[src/rtl/core/hts_pkg.sv]
// shared types, widths and constants of the hybrid torque split unit
`default_nettype none

package hts_pkg;

    // field widths
    localparam int PEDAL_W = 13;
    localparam int SOC_W   = 13;
    localparam int SPD_W   = 12;
    localparam int RPM_W   = 15;
    localparam int REQ_W   = 15;
    localparam int SC_W    = 6;
    localparam int MOT_W   = 14;
    localparam int TGT_W   = 13;
    localparam int MODE_W  = 3;

    // default depth of the queue between front and back
    localparam int HTS_QUEUE_DEPTH = 4;

    typedef enum logic [MODE_W-1:0] {
        MODE_IDLE   = 3'd0,
        MODE_REGEN  = 3'd1,
        MODE_CHARGE = 3'd2,
        MODE_LIGHT  = 3'd3,
        MODE_NORMAL = 3'd4,
        MODE_HIGH   = 3'd5
    } drive_mode_t;

    // one classified item handed from front to back
    typedef struct packed {
        logic signed [REQ_W-1:0] req;
        drive_mode_t             mode;
        logic [SC_W-1:0]         sc;
        logic signed [RPM_W-1:0] rpm;
    } hts_item_t;

    // torque limits in 1/16 Nm
    localparam logic signed [15:0] MOT_REGEN_T16 = -16'sd3200;
    localparam logic signed [15:0] MOT_MAX_T16   = 16'sd4320;

endpackage

`default_nettype wire

[src/rtl/core/hybrid_torque_split_unit.sv]
// top level of the hybrid torque split unit
// path: an accepted input beat passes the front register, the queue and the seven back stages to the output register
// throughput: one beat per cycle while results are read; the front stage, the queue and the seven-stage back pipe
// move unless stalled, the back pipe holds as a whole while a result beat waits
// reset: rst_n asynchronous active low clears all valid flags, queue pointers and count
`default_nettype none

module hybrid_torque_split_unit
    import hts_pkg::*;
#(
    parameter int QUEUE_DEPTH = HTS_QUEUE_DEPTH
)
(
    input  wire logic        clk,
    input  wire logic        rst_n,
    // input stream
    input  wire logic        s_tvalid,
    output logic             s_tready,
    // pedal_position[12:0], battery_charge[25:13], road_speed[37:26],
    // motor_speed[52:38], zero[55:53]
    input  wire logic [55:0] s_tdata,
    // result stream
    output logic             m_tvalid,
    input  wire logic        m_tready,
    // motor_torque_cmd[13:0], engine_speed_target[26:14], drive_mode[29:27], zero[31:30]
    output logic [31:0]      m_tdata
);

    // front to queue
    logic      fq_valid;
    logic      fq_ready;
    hts_item_t fq_item;
    // queue to back
    logic      qb_valid;
    logic      qb_ready;
    hts_item_t qb_item;

    logic signed [MOT_W-1:0] motor_torque_cmd;
    logic [TGT_W-1:0]        engine_speed_target;
    drive_mode_t             drive_mode;

    // front: torque request from pedal and speed band, mode and split factor
    hts_front u_front (
        .clk            (clk),
        .rst_n          (rst_n),
        .in_valid       (s_tvalid),
        .in_ready       (s_tready),
        .pedal_position (s_tdata[12:0]),
        .battery_charge (s_tdata[25:13]),
        .road_speed     (s_tdata[37:26]),
        .motor_speed    (s_tdata[52:38]),
        .out_valid      (fq_valid),
        .out_ready      (fq_ready),
        .out_item       (fq_item)
    );

    // decouples the two halves so each can stall on its own
    hts_queue #(
        .DEPTH (QUEUE_DEPTH)
    ) u_queue (
        .clk       (clk),
        .rst_n     (rst_n),
        .in_valid  (fq_valid),
        .in_ready  (fq_ready),
        .in_item   (fq_item),
        .out_valid (qb_valid),
        .out_ready (qb_ready),
        .out_item  (qb_item)
    );

    // back: split, clamp, engine target, power derate; last stage is the output register
    hts_back u_back (
        .clk                 (clk),
        .rst_n               (rst_n),
        .in_valid            (qb_valid),
        .in_ready            (qb_ready),
        .in_item             (qb_item),
        .out_valid           (m_tvalid),
        .out_ready           (m_tready),
        .motor_torque_cmd    (motor_torque_cmd),
        .engine_speed_target (engine_speed_target),
        .drive_mode          (drive_mode)
    );

    // result beat packing, lowest field first
    assign m_tdata = {2'b00, drive_mode, engine_speed_target, motor_torque_cmd};

endmodule

`default_nettype wire

[src/rtl/core/hts_front.sv]
// front end: torque request, drive mode and split factor per beat
`default_nettype none

module hts_front
    import hts_pkg::*;
(
    input  wire logic                 clk,
    input  wire logic                 rst_n,
    input  wire logic                 in_valid,
    output logic                      in_ready,
    input  wire logic [PEDAL_W-1:0]   pedal_position,
    input  wire logic [SOC_W-1:0]     battery_charge,
    input  wire logic [SPD_W-1:0]     road_speed,
    input  wire logic [RPM_W-1:0]     motor_speed,
    output logic                      out_valid,
    input  wire logic                 out_ready,
    output hts_item_t                 out_item
);

    localparam logic signed [15:0] IDLE_BAND_T16  = 16'sd80;
    localparam logic signed [15:0] LIGHT_MAX_T16  = 16'sd1627;
    localparam logic signed [15:0] NORMAL_LIM_T16 = 16'sd4068;

    logic                    valid_reg;
    logic signed [22:0]      prod_reg;
    logic signed [22:0]      prod_next;
    logic [SOC_W-1:0]        soc_reg;
    logic [SPD_W-1:0]        spd_reg;
    logic signed [RPM_W-1:0] rpm_reg;
    logic                    adv;
    logic [13:0]             eq_q12;
    logic signed [13:0]      diff;
    logic signed [23:0]      rsum;
    logic signed [REQ_W-1:0] req;
    logic [2:0]              spd_tenths;
    logic [3:0]              soc_tenths;
    drive_mode_t             mode;

    function automatic logic battery_charge_low(input logic [SOC_W-1:0] soc);
        return soc < 13'd1024;
    endfunction

    assign adv      = !valid_reg || out_ready;
    assign in_ready = adv;

    // equilibrium pedal by speed band
    always_comb
    begin
        if (road_speed < 12'd80)
            eq_q12 = 14'd614;
        else if (road_speed < 12'd320)
            eq_q12 = 14'd819;
        else
            eq_q12 = 14'd1024;
        diff      = $signed({1'b0, pedal_position}) - $signed(eq_q12);
        prod_next = diff * 10'sd339;
    end

    always_ff @(posedge clk or negedge rst_n)
    begin
        if (!rst_n)
            valid_reg <= 1'b0;
        else if (adv)
            valid_reg <= in_valid;
    end

    always_ff @(posedge clk)
    begin
        if (adv && in_valid)
        begin
            prod_reg <= prod_next;
            soc_reg  <= battery_charge;
            spd_reg  <= road_speed;
            rpm_reg  <= $signed(motor_speed);
        end
    end

    // round to nearest, ties upward, divide by 256
    always_comb
    begin
        rsum = prod_reg + 24'sd128;
        req  = $signed(rsum[22:8]);
    end

    always_comb
    begin
        if (battery_charge_low(soc_reg))
            mode = MODE_CHARGE;
        else if (req < MOT_REGEN_T16)
            mode = MODE_REGEN;
        else if (req > -IDLE_BAND_T16 && req < IDLE_BAND_T16)
            mode = MODE_IDLE;
        else if (req <= LIGHT_MAX_T16)
            mode = MODE_LIGHT;
        else if (req < NORMAL_LIM_T16)
            mode = MODE_NORMAL;
        else
            mode = MODE_HIGH;
    end

    // speed factor in tenths
    always_comb
    begin
        if (spd_reg < 12'd160)
            spd_tenths = 3'd5;
        else if (spd_reg < 12'd400)
            spd_tenths = 3'd4;
        else if (spd_reg < 12'd640)
            spd_tenths = 3'd3;
        else
            spd_tenths = 3'd2;
    end

    // charge factor in tenths
    always_comb
    begin
        if (soc_reg > 13'd2867)
            soc_tenths = 4'd12;
        else if (soc_reg > 13'd2252)
            soc_tenths = 4'd10;
        else if (soc_reg > 13'd1843)
            soc_tenths = 4'd7;
        else if (soc_reg > 13'd1433)
            soc_tenths = 4'd4;
        else if (soc_reg > 13'd1024)
            soc_tenths = 4'd1;
        else
            soc_tenths = 4'd0;
    end

    assign out_valid     = valid_reg;
    assign out_item.req  = req;
    assign out_item.mode = mode;
    assign out_item.sc   = SC_W'(spd_tenths) * SC_W'(soc_tenths);
    assign out_item.rpm  = rpm_reg;

endmodule

`default_nettype wire

[src/rtl/core/hts_queue.sv]
// small fifo between front and back
`default_nettype none

module hts_queue
    import hts_pkg::*;
#(
    parameter int DEPTH = HTS_QUEUE_DEPTH
)
(
    input  wire logic      clk,
    input  wire logic      rst_n,
    input  wire logic      in_valid,
    output logic           in_ready,
    input  wire hts_item_t in_item,
    output logic           out_valid,
    input  wire logic      out_ready,
    output hts_item_t      out_item
);

    localparam int PTR_W = (DEPTH > 1) ? $clog2(DEPTH) : 1;
    localparam int CNT_W = $clog2(DEPTH + 1);

    hts_item_t          mem_reg [DEPTH];
    logic [PTR_W-1:0]   wr_ptr_reg;
    logic [PTR_W-1:0]   rd_ptr_reg;
    logic [CNT_W-1:0]   count_reg;
    logic               push;
    logic               pop;

    assign in_ready  = count_reg != CNT_W'(DEPTH);
    assign out_valid = count_reg != '0;
    assign push      = in_valid && in_ready;
    assign pop       = out_valid && out_ready;
    assign out_item  = mem_reg[rd_ptr_reg];

    function automatic logic [PTR_W-1:0] ptr_inc(input logic [PTR_W-1:0] p);
        return (p == PTR_W'(DEPTH - 1)) ? '0 : p + 1'b1;
    endfunction

    always_ff @(posedge clk or negedge rst_n)
    begin
        if (!rst_n)
        begin
            wr_ptr_reg <= '0;
            rd_ptr_reg <= '0;
            count_reg  <= '0;
        end
        else
        begin
            if (push)
                wr_ptr_reg <= ptr_inc(wr_ptr_reg);
            if (pop)
                rd_ptr_reg <= ptr_inc(rd_ptr_reg);
            if (push && !pop)
                count_reg <= count_reg + 1'b1;
            else if (pop && !push)
                count_reg <= count_reg - 1'b1;
        end
    end

    always_ff @(posedge clk)
    begin
        if (push)
            mem_reg[wr_ptr_reg] <= in_item;
    end

endmodule

`default_nettype wire

[src/rtl/core/hts_back.sv]
// back end: torque split, clamp, engine target and power derate pipeline
`default_nettype none

module hts_back
    import hts_pkg::*;
(
    input  wire logic               clk,
    input  wire logic               rst_n,
    input  wire logic               in_valid,
    output logic                    in_ready,
    input  wire hts_item_t          in_item,
    output logic                    out_valid,
    input  wire logic               out_ready,
    output logic signed [MOT_W-1:0] motor_torque_cmd,
    output logic [TGT_W-1:0]        engine_speed_target,
    output drive_mode_t             drive_mode
);

    localparam int STAGES = 7;

    // ceil(2^27/100) and ceil(2^20/10), exact over the ranges used here
    localparam logic [20:0] RECIP100 = 21'd1342178;
    localparam logic [16:0] RECIP10  = 17'd104858;

    localparam logic signed [28:0] DISCH_PROD_MAX = 29'sd9167324;
    localparam logic signed [28:0] CHG_PROD_MIN   = -29'sd6111549;

    logic [STAGES-1:0]       vld_reg;
    logic                    adv;

    // stage 1
    logic signed [21:0]      sc_prod;
    logic [19:0]             u1_reg;
    logic signed [REQ_W-1:0] req1_reg;
    drive_mode_t             mode1_reg;
    logic signed [RPM_W-1:0] rpm1_reg;
    // stage 2
    logic [40:0]             p100;
    logic [13:0]             q2_reg;
    logic signed [REQ_W-1:0] req2_reg;
    drive_mode_t             mode2_reg;
    logic signed [RPM_W-1:0] rpm2_reg;
    // stage 3
    logic signed [14:0]      share;
    logic signed [14:0]      share_clamped;
    logic signed [MOT_W-1:0] mot3_next;
    logic signed [15:0]      eng;
    logic [TGT_W-1:0]        tgt3_next;
    logic signed [MOT_W-1:0] mot3_reg;
    logic [TGT_W-1:0]        tgt3_reg;
    drive_mode_t             mode3_reg;
    logic signed [RPM_W-1:0] rpm3_reg;
    // stage 4
    logic signed [28:0]      pw4_reg;
    logic signed [MOT_W-1:0] mot4_reg;
    logic [TGT_W-1:0]        tgt4_reg;
    drive_mode_t             mode4_reg;
    // stage 5
    logic                    hi;
    logic                    lo;
    logic signed [17:0]      num;
    logic [16:0]             u5_reg;
    logic                    der5_reg;
    logic signed [MOT_W-1:0] mot5_reg;
    logic [TGT_W-1:0]        tgt5_reg;
    drive_mode_t             mode5_reg;
    // stage 6
    logic [33:0]             p10;
    logic [12:0]             q6_reg;
    logic                    der6_reg;
    logic signed [MOT_W-1:0] mot6_reg;
    logic [TGT_W-1:0]        tgt6_reg;
    drive_mode_t             mode6_reg;
    // stage 7, output
    logic signed [MOT_W-1:0] mot7_reg;
    logic [TGT_W-1:0]        tgt7_reg;
    drive_mode_t             mode7_reg;

    // whole pipe moves unless a result sits unread
    assign adv       = !vld_reg[STAGES-1] || out_ready;
    assign in_ready  = adv;
    assign out_valid = vld_reg[STAGES-1];

    always_ff @(posedge clk or negedge rst_n)
    begin
        if (!rst_n)
            vld_reg <= '0;
        else if (adv)
            vld_reg <= {vld_reg[STAGES-2:0], in_valid};
    end

    // request times speed and charge tenths, offset so the divide sees a positive value
    assign sc_prod = in_item.req * $signed({1'b0, in_item.sc});

    assign p100 = 41'(u1_reg) * 41'(RECIP100);

    // motor share, clamp and mode override
    always_comb
    begin
        share = $signed({1'b0, q2_reg}) - 15'sd1000;
        if (share > MOT_MAX_T16)
            share_clamped = 15'(MOT_MAX_T16);
        else if (share < MOT_REGEN_T16)
            share_clamped = 15'(MOT_REGEN_T16);
        else
            share_clamped = share;
        case (mode2_reg)
            MODE_REGEN:  mot3_next = 14'(MOT_REGEN_T16);
            MODE_CHARGE: mot3_next = '0;
            default:     mot3_next = 14'(share_clamped);
        endcase
    end

    // engine speed from engine torque share of 339 Nm
    always_comb
    begin
        eng = 16'(req2_reg) - 16'(mot3_next);
        if (eng < 16'sd272)
            tgt3_next = 13'd800;
        else if (eng < 16'sd814)
            tgt3_next = 13'd1800;
        else if (eng < 16'sd1899)
            tgt3_next = 13'd2200;
        else if (eng < 16'sd3526)
            tgt3_next = 13'd2800;
        else if (eng < 16'sd4611)
            tgt3_next = 13'd3600;
        else
            tgt3_next = 13'd5200;
        case (mode2_reg)
            MODE_REGEN:  tgt3_next = 13'd900;
            MODE_CHARGE: tgt3_next = 13'd2500;
            default:     tgt3_next = tgt3_next;
        endcase
    end

    // power limit check and derate numerator (scale 0.8 or 0.7, over ten)
    always_comb
    begin
        hi = pw4_reg > DISCH_PROD_MAX;
        lo = pw4_reg < CHG_PROD_MIN;
        if (hi)
            num = 18'(mot4_reg) * 18'sd8 + 18'sd5;
        else
            num = 18'(mot4_reg) * 18'sd7 + 18'sd5;
    end

    assign p10 = 34'(u5_reg) * 34'(RECIP10);

    always_ff @(posedge clk)
    begin
        if (adv)
        begin
            u1_reg    <= 20'(sc_prod + 22'sd100050);
            req1_reg  <= in_item.req;
            mode1_reg <= in_item.mode;
            rpm1_reg  <= in_item.rpm;

            q2_reg    <= p100[40:27];
            req2_reg  <= req1_reg;
            mode2_reg <= mode1_reg;
            rpm2_reg  <= rpm1_reg;

            mot3_reg  <= mot3_next;
            tgt3_reg  <= tgt3_next;
            mode3_reg <= mode2_reg;
            rpm3_reg  <= rpm2_reg;

            pw4_reg   <= mot3_reg * rpm3_reg;
            mot4_reg  <= mot3_reg;
            tgt4_reg  <= tgt3_reg;
            mode4_reg <= mode3_reg;

            u5_reg    <= 17'(num + 18'sd40000);
            der5_reg  <= hi || lo;
            mot5_reg  <= mot4_reg;
            tgt5_reg  <= tgt4_reg;
            mode5_reg <= mode4_reg;

            q6_reg    <= p10[32:20];
            der6_reg  <= der5_reg;
            mot6_reg  <= mot5_reg;
            tgt6_reg  <= tgt5_reg;
            mode6_reg <= mode5_reg;

            mot7_reg  <= der6_reg ? ($signed({1'b0, q6_reg}) - 14'sd4000) : mot6_reg;
            tgt7_reg  <= tgt6_reg;
            mode7_reg <= mode6_reg;
        end
    end

    assign motor_torque_cmd    = mot7_reg;
    assign engine_speed_target = tgt7_reg;
    assign drive_mode          = mode7_reg;

endmodule

`default_nettype wire
[config.mk]
export PLATFORM = sky130hd
export DESIGN_NAME = hybrid_torque_split_unit
export DESIGN_NICKNAME = d
export VERILOG_FILES = /design/src/rtl/core/hts_pkg.sv /design/src/rtl/core/hybrid_torque_split_unit.sv /design/src/rtl/core/hts_front.sv /design/src/rtl/core/hts_queue.sv /design/src/rtl/core/hts_back.sv
export SDC_FILE = /design/constraint.sdc
export NUM_CORES = 2
export LEC_CHECK = 0
export ABC_AREA = 1
export BUFFER_PORTS_ARGS = -buffer_cell sky130_fd_sc_hd__clkbuf_2
export CELL_PAD_IN_SITES_DETAIL_PLACEMENT = 0
export CELL_PAD_IN_SITES_GLOBAL_PLACEMENT = 1
export CORE_ASPECT_RATIO = 0.9
export CORE_MARGIN = 4
export CORE_UTILIZATION = 40
export DETAILED_ROUTE_END_ITERATION = 6
export GPL_TIMING_DRIVEN = 1
export PLACE_DENSITY_LB_ADDON = 0.1
export RECOVER_POWER = 100
export SLEW_MARGIN = 15
export SYNTH_ARGS = -nofsm -noshare
export SYNTH_HDL_FRONTEND = slang
export SYNTH_SLANG_ARGS = --single-unit
[constraint.sdc]
create_clock -name clk -period 13.2 [get_ports clk]
set_input_delay 0.66 -clock clk [delete_from_list [all_inputs] [get_ports clk]]
set_output_delay 0.66 -clock clk [all_outputs]
set_load 0.01 [all_outputs]
# After elaboration in Yosys (flattened, before gate mapping)
# Memory sizes are Yosys's and may differ from the RTL's.
# Cells that the tools add are included.
[totals]
reg_bits = 404
ram_bits = 156
inputBits = 60
output_inout_bits = 34
word_cells = 136
n_memories = 1
[mem_list]
columns = ["memory", "words", "width", "read_ports", "rd_ports_with_merged_regs", "wr", "line", "rtl"]
rows = [
  ["u_queue.mem_reg", 4, 39, 1, 0, 1, "hts_queue.sv:23", "hts_item_t mem_reg [DEPTH];"],
]
[op_classes]
add_sub_neg = 13
multipliers = 7
magnitude_cmp = 25
n_eq_ne = 5
muxes = 32
n_reduce_logical = 15
[ops]
columns = ["op", "n"]
rows = [
  ["$mux W13", 5],
  ["$lt A15 B13 Y1 const B", 3],
  ["$mux W14", 3],
  ["$mul A20 B20 Y40 const B", 1],
  ["$gt A13 B11 Y1 const B", 3],
  ["$add A17 B4 Y17 const B", 2],
  ["$mul A17 B16 Y32 const B", 1],
  ["$gt A29 B25 Y1 const B", 1],
  ["$lt A29 B24 Y1 const B", 1],
  ["$mul A14 B15 Y29", 1],
  ["$pmux W14 S2", 1],
  ["$gt A13 B12 Y1 const B", 2],
  ["$pmux W13 S2", 1],
  ["$lt A12 B9 Y1 const B", 2],
  ["$mux W3", 8],
  ["$add A23 B9 Y23 const B", 1],
  ["$mul A14 B10 Y23 const B", 1],
  ["$mux W11", 2],
  ["$add A20 B18 Y20 const B", 1],
  ["$mul A15 B7 Y20", 1],
  ["$add A17 B17 Y17 const B", 1],
  ["$mul A14 B4 Y17 const B", 1],
  ["$mux W17", 1],
  ["$lt A16 B10 Y1 const B", 1],
  ["32 further kinds", 52],
]

# Logic depth before layout (Yosys ltp)
[logic_depth]
depth_word = 13
depth_mapped = 36

# Hierarchy
# A second synthesis with hierarchy kept.
[hier_totals]
cells_unflattened = 5106
area_unflattened_um2 = 50400.8
[by_module_without_submodules]
columns = ["mod", "instances", "cells_per_inst", "area_each_um2", "seq_area_each_um2"]
rows = [
  ["hts_back", 1, 3800, 37300.8, 9664.3],
  ["hts_queue", 1, 515, 6754.0, 4859.7],
  ["hts_front", 1, 788, 6327.3, 1586.5],
  ["hybrid_torque_split_unit", 1, 3, 18.8, 0.0],
]

# Worst setup path after synthesis
# OpenSTA, ideal clock, no wires.
[synth_timing]
path_kind = "input to register"
from = "in m_tready"
to = "reg u_back.vld_reg[0]"
setup_time_ns = 0.436
arrival_ns = 7.184
required_ns = 12.764
slack_ns = 5.580
path_stages = 3
path_buffers = 0
path_cell_list = "nor2_1 inv_1 o21ai_0"
[synth_via]
elab_chain_cells = 1
[synth_rtl]
columns = ["element", "line", "rtl"]
rows = [
  ["start, declared", "hybrid_torque_split_unit.sv:24", "input wire logic m_tready,"],
  ["$logic_or A1 B1 Y1", "hts_back.sv:80", "assign adv = !vld_reg[STAGES-1] || out_ready;"],
  ["end signal, assigned", "hts_back.sv:89", "vld_reg <= {vld_reg[STAGES-2:0], in_valid};"],
  ["end, declared", "hts_back.sv:28", "logic [STAGES-1:0] vld_reg;"],
]
# No other way between the ends.
# A chain may end at the register's enable or synchronous reset.

# Worst setup path in the final report
[layout_timing]
from = "reg u_queue.rd_ptr_reg[0]"
to = "reg u_back.u1_reg[18] (data pin)"
[layout_via]
elab_chain_cells = 3
[layout_rtl]
columns = ["element", "line", "rtl"]
rows = [
  ["start, declared", "hts_queue.sv:25", "logic [PTR_W-1:0] rd_ptr_reg;"],
  ["start signal, assigned", "hts_queue.sv:53", "rd_ptr_reg <= ptr_inc(rd_ptr_reg);"],
  ["$mem_v2 Z4 W39", "-", ""],
  ["$mul A15 B7 Y20", "hts_back.sv:93", "assign sc_prod = in_item.req * $signed({1'b0, in_item.sc});"],
  ["$add A20 B18 Y20", "hts_back.sv:154", "u1_reg <= 20'(sc_prod + 22'sd100050);"],
  ["end signal, assigned", "hts_back.sv:154", ""],
  ["end, declared", "hts_back.sv:33", "logic [19:0] u1_reg;"],
]
# No other way between the ends.

==> reports/results.tsv <==
metric	value	unit
largest_reg_flops	156	
final_area	53100	um2
async_flop_share	0.02783	
yosysUniqueCellTypes	57	
overflow	0	
synth_seq_area_share	0.3269	
finClkSkew	33.61	ps
startpoint_type	flip-flop	
syn_area_per_cell	10.02	um2
hold_viol_final	0	
rsz0062_at_grt	no	
first_pass_iters	5	
clk_latency	630	ps
grt_pass1_wl	182400	um
netlist_area	49280	um2
grt_max_degree	110	
period_needed	8909	ps
min_path_cells	1	
hpwl	90240	um
cts_tree	built	
setup_viol	0	
viasPerCell	4.793	
required	13580	ps
drtIter0Drc	1476	
start_util	0.4053	
final_nets	6245	
ant_nets	0	
post-route-period-util	0.6749	
ys.flop_type	edfxtp_1	
dp.cells	6555	
synthCells	4917	
cp.arrival	9290	ps
die_h	341.0	um
violations	capacitance limit, slew limit	
path_max_fanout	44	
fin_cells	6655	
syn2layout_area_growth	7.770	%
synth-edff-count	524	
post-cts-setup-buffer-count	0	
coreArea	121600	um2
die_area	128900	um2
rows	121	
drive_gt1_frac	0.03244	
hp-start	s_tdata[43]	
routedWlPerCell	16.72	um
synth.yosys.warnings	0	
crit_path_end_kind	flip-flop	
clockRootBuffer	clkbuf_16	
status	complete, but fails checks	
drc	0	
path_class	flip-flop to flip-flop	
routed_wl	111300	um
gp_congestion	0.8196	
synthTopCellsByArea	edfxtp_1, fa_1, ha_1	
cp-startpoint	u_queue.rd_ptr_reg[0]$_DFFE_PN0P_	
yosys.area.top_type	edfxtp_1	
h-tree-depth	2	
holdWs	213.2	ps
cap_viol_max_count	11	
hold_path.class	input port to flip-flop	
antenna_found_initial	2	
ys_ff_latch	539	
numCtsBuffers	54	
ioPinCount	94	
port_buffers	82	
grt_util_all_layers	0.1773	
reg2reg_depth	22	
cts.sinks	539	
fmax	0.1122	GHz
grt_pass1_vias	33210	
final.setup.tns	0	ps
tightest_slew	4684	ps
r2r-start	u_queue.rd_ptr_reg[0]$_DFFE_PN0P_	
chipWidth	378.0	um
dpl_cell_area	51600	um2
slew_viol_final	593	
yosysTopAreaCellShare	0.3193	
relSlewSlack	-2.123	
clk_pin_slew	60	ps
vias	31900	
clk_path_buf_depth	3	
## critical path, stage by stage, from the launching register on
cell and delay (ps):
dfrtp_2 340, clkbuf_1 1580, inv_1 1350, clkbuf_1 900, nand2_1 220, a32oi_1 130, clkbuf_1 250, inv_1 390
nor2_1 80, ha_1 300, fa_1 480, inv_1 60, fa_1 540, inv_1 50, ha_1 360, nand3_1 90
nand2_1 160, nand4_1 100, o211ai_1 160, a21boi_0 220, o21ai_0 500, a21oi_1 170, xnor2_1 160
## cell type report
type | instances | area (um2)
Fill cell | 11900 | 68470
Multi-Input combinational cell | 3216 | 28700
Sequential cell | 539 | 16110
Inverter | 1099 | 4126
Tap cell | 1599 | 2001
Clock buffer | 72 | 1483
Timing Repair Buffer | 103 | 462.9
Clock inverter | 26 | 215.2
Antenna cell | 1 | 2.502
## layer usage
| layer | up-vias | routed length (um) | GRT usage | part of all wire |
|---|---|---|---|---|
| li1 | 15900 | - | - | - |
| met1 | 15560 | 56830 | 0.2675 | 0.51 |
| met2 | 358 | 50220 | 0.2835 | 0.45 |
| met3 | 78 | 2932 | 0.01813 | 0.026 |
| met4 | 0 | 1319 | 0.02433 | 0.012 |
| met5 | - | 0 | 0 | 0 |
## stage by stage
step	utilization	setup slack, ps
floorplan	-	5580
global placement	0.4245	5476
detailed placement	0.4245	5515
CTS	0.4385	6165
global route	0.4368	3484
finish	0.4368	4291
## worst paths after layout
kind                                                            to  slack, ps
setup / recovery                       u_back.u1_reg[18]$_DFFE_PN_       4290
hold / removal                        u_front.rpm_reg[5]$_DFFE_PP_        210
setup reg to reg                       u_back.u1_reg[18]$_DFFE_PN_       4290
hold reg to reg            u_back.engine_speed_target[4]$_DFFE_PN_        410
max in group asynchronous        u_queue.rd_ptr_reg[0]$_DFFE_PN0P_      11970
min in group asynchronous            u_back.vld_reg[6]$_DFFE_PN0N_        660
## synthesized netlist by cell type, drive strengths merged, types with 2 or more instances
master / count
a221oi: 3
inv: 1099
nand4: 40
a21boi: 2
o21ai: 150
a21o: 16
clkbuf: 46
buf: 20
xnor2: 62
ha: 612
and2: 2
and3: 2
a211oi: 4
a32oi: 20
dfrtp: 15
a31oi: 13
edfxtp: 524
o211ai: 8
nor2: 320
o21bai: 8
a21oi: 213
o21a: 10
nand2: 837
o31ai: 9
o22ai: 19
nor4: 7
or2: 20
fa: 560
nor3: 37
nand3b: 8
xor2: 90
nand3: 132
## cells in the final DEF, fill, tap and decap left out, types with 14 or more instances in the layout
master,Yosys,final
a21o_1,16,16
a21oi_1,213,213
a32oi_1,20,20
clkbuf_1,45,73
clkbuf_16,0,57
clkbuf_2,1,38
dfrtp_1,15,14
edfxtp_1,524,524
fa_1,560,560
ha_1,612,612
inv_1,1088,1089
nand2_1,823,829
nand3_1,130,132
nand4_1,40,40
nor2_1,311,313
nor3_1,32,34
o21ai_0,144,147
o22ai_1,19,19
or2_2,19,19
xnor2_1,62,62
xor2_1,90,90
## cell families after synthesis
logic type	synth area share
AO/OA/AOI/OAI	0.05507
XOR/XNOR	0.02702
adder cells (fa/ha/maj)	0.3829
buffers and inverters	0.08948
flip-flops	0.3269
other	0.00007610
AND/OR/NAND/NOR	0.1185
## timing repair
item                                   in CTS  in global routing
hold buffers                                1                  0
resized for setup                           0                  0
endpoints found under the hold margin      15                  0
Power is left out: the tool's default activity adds up to more than one toggle a clock period on the data nets, which glitch-free logic cannot reach.
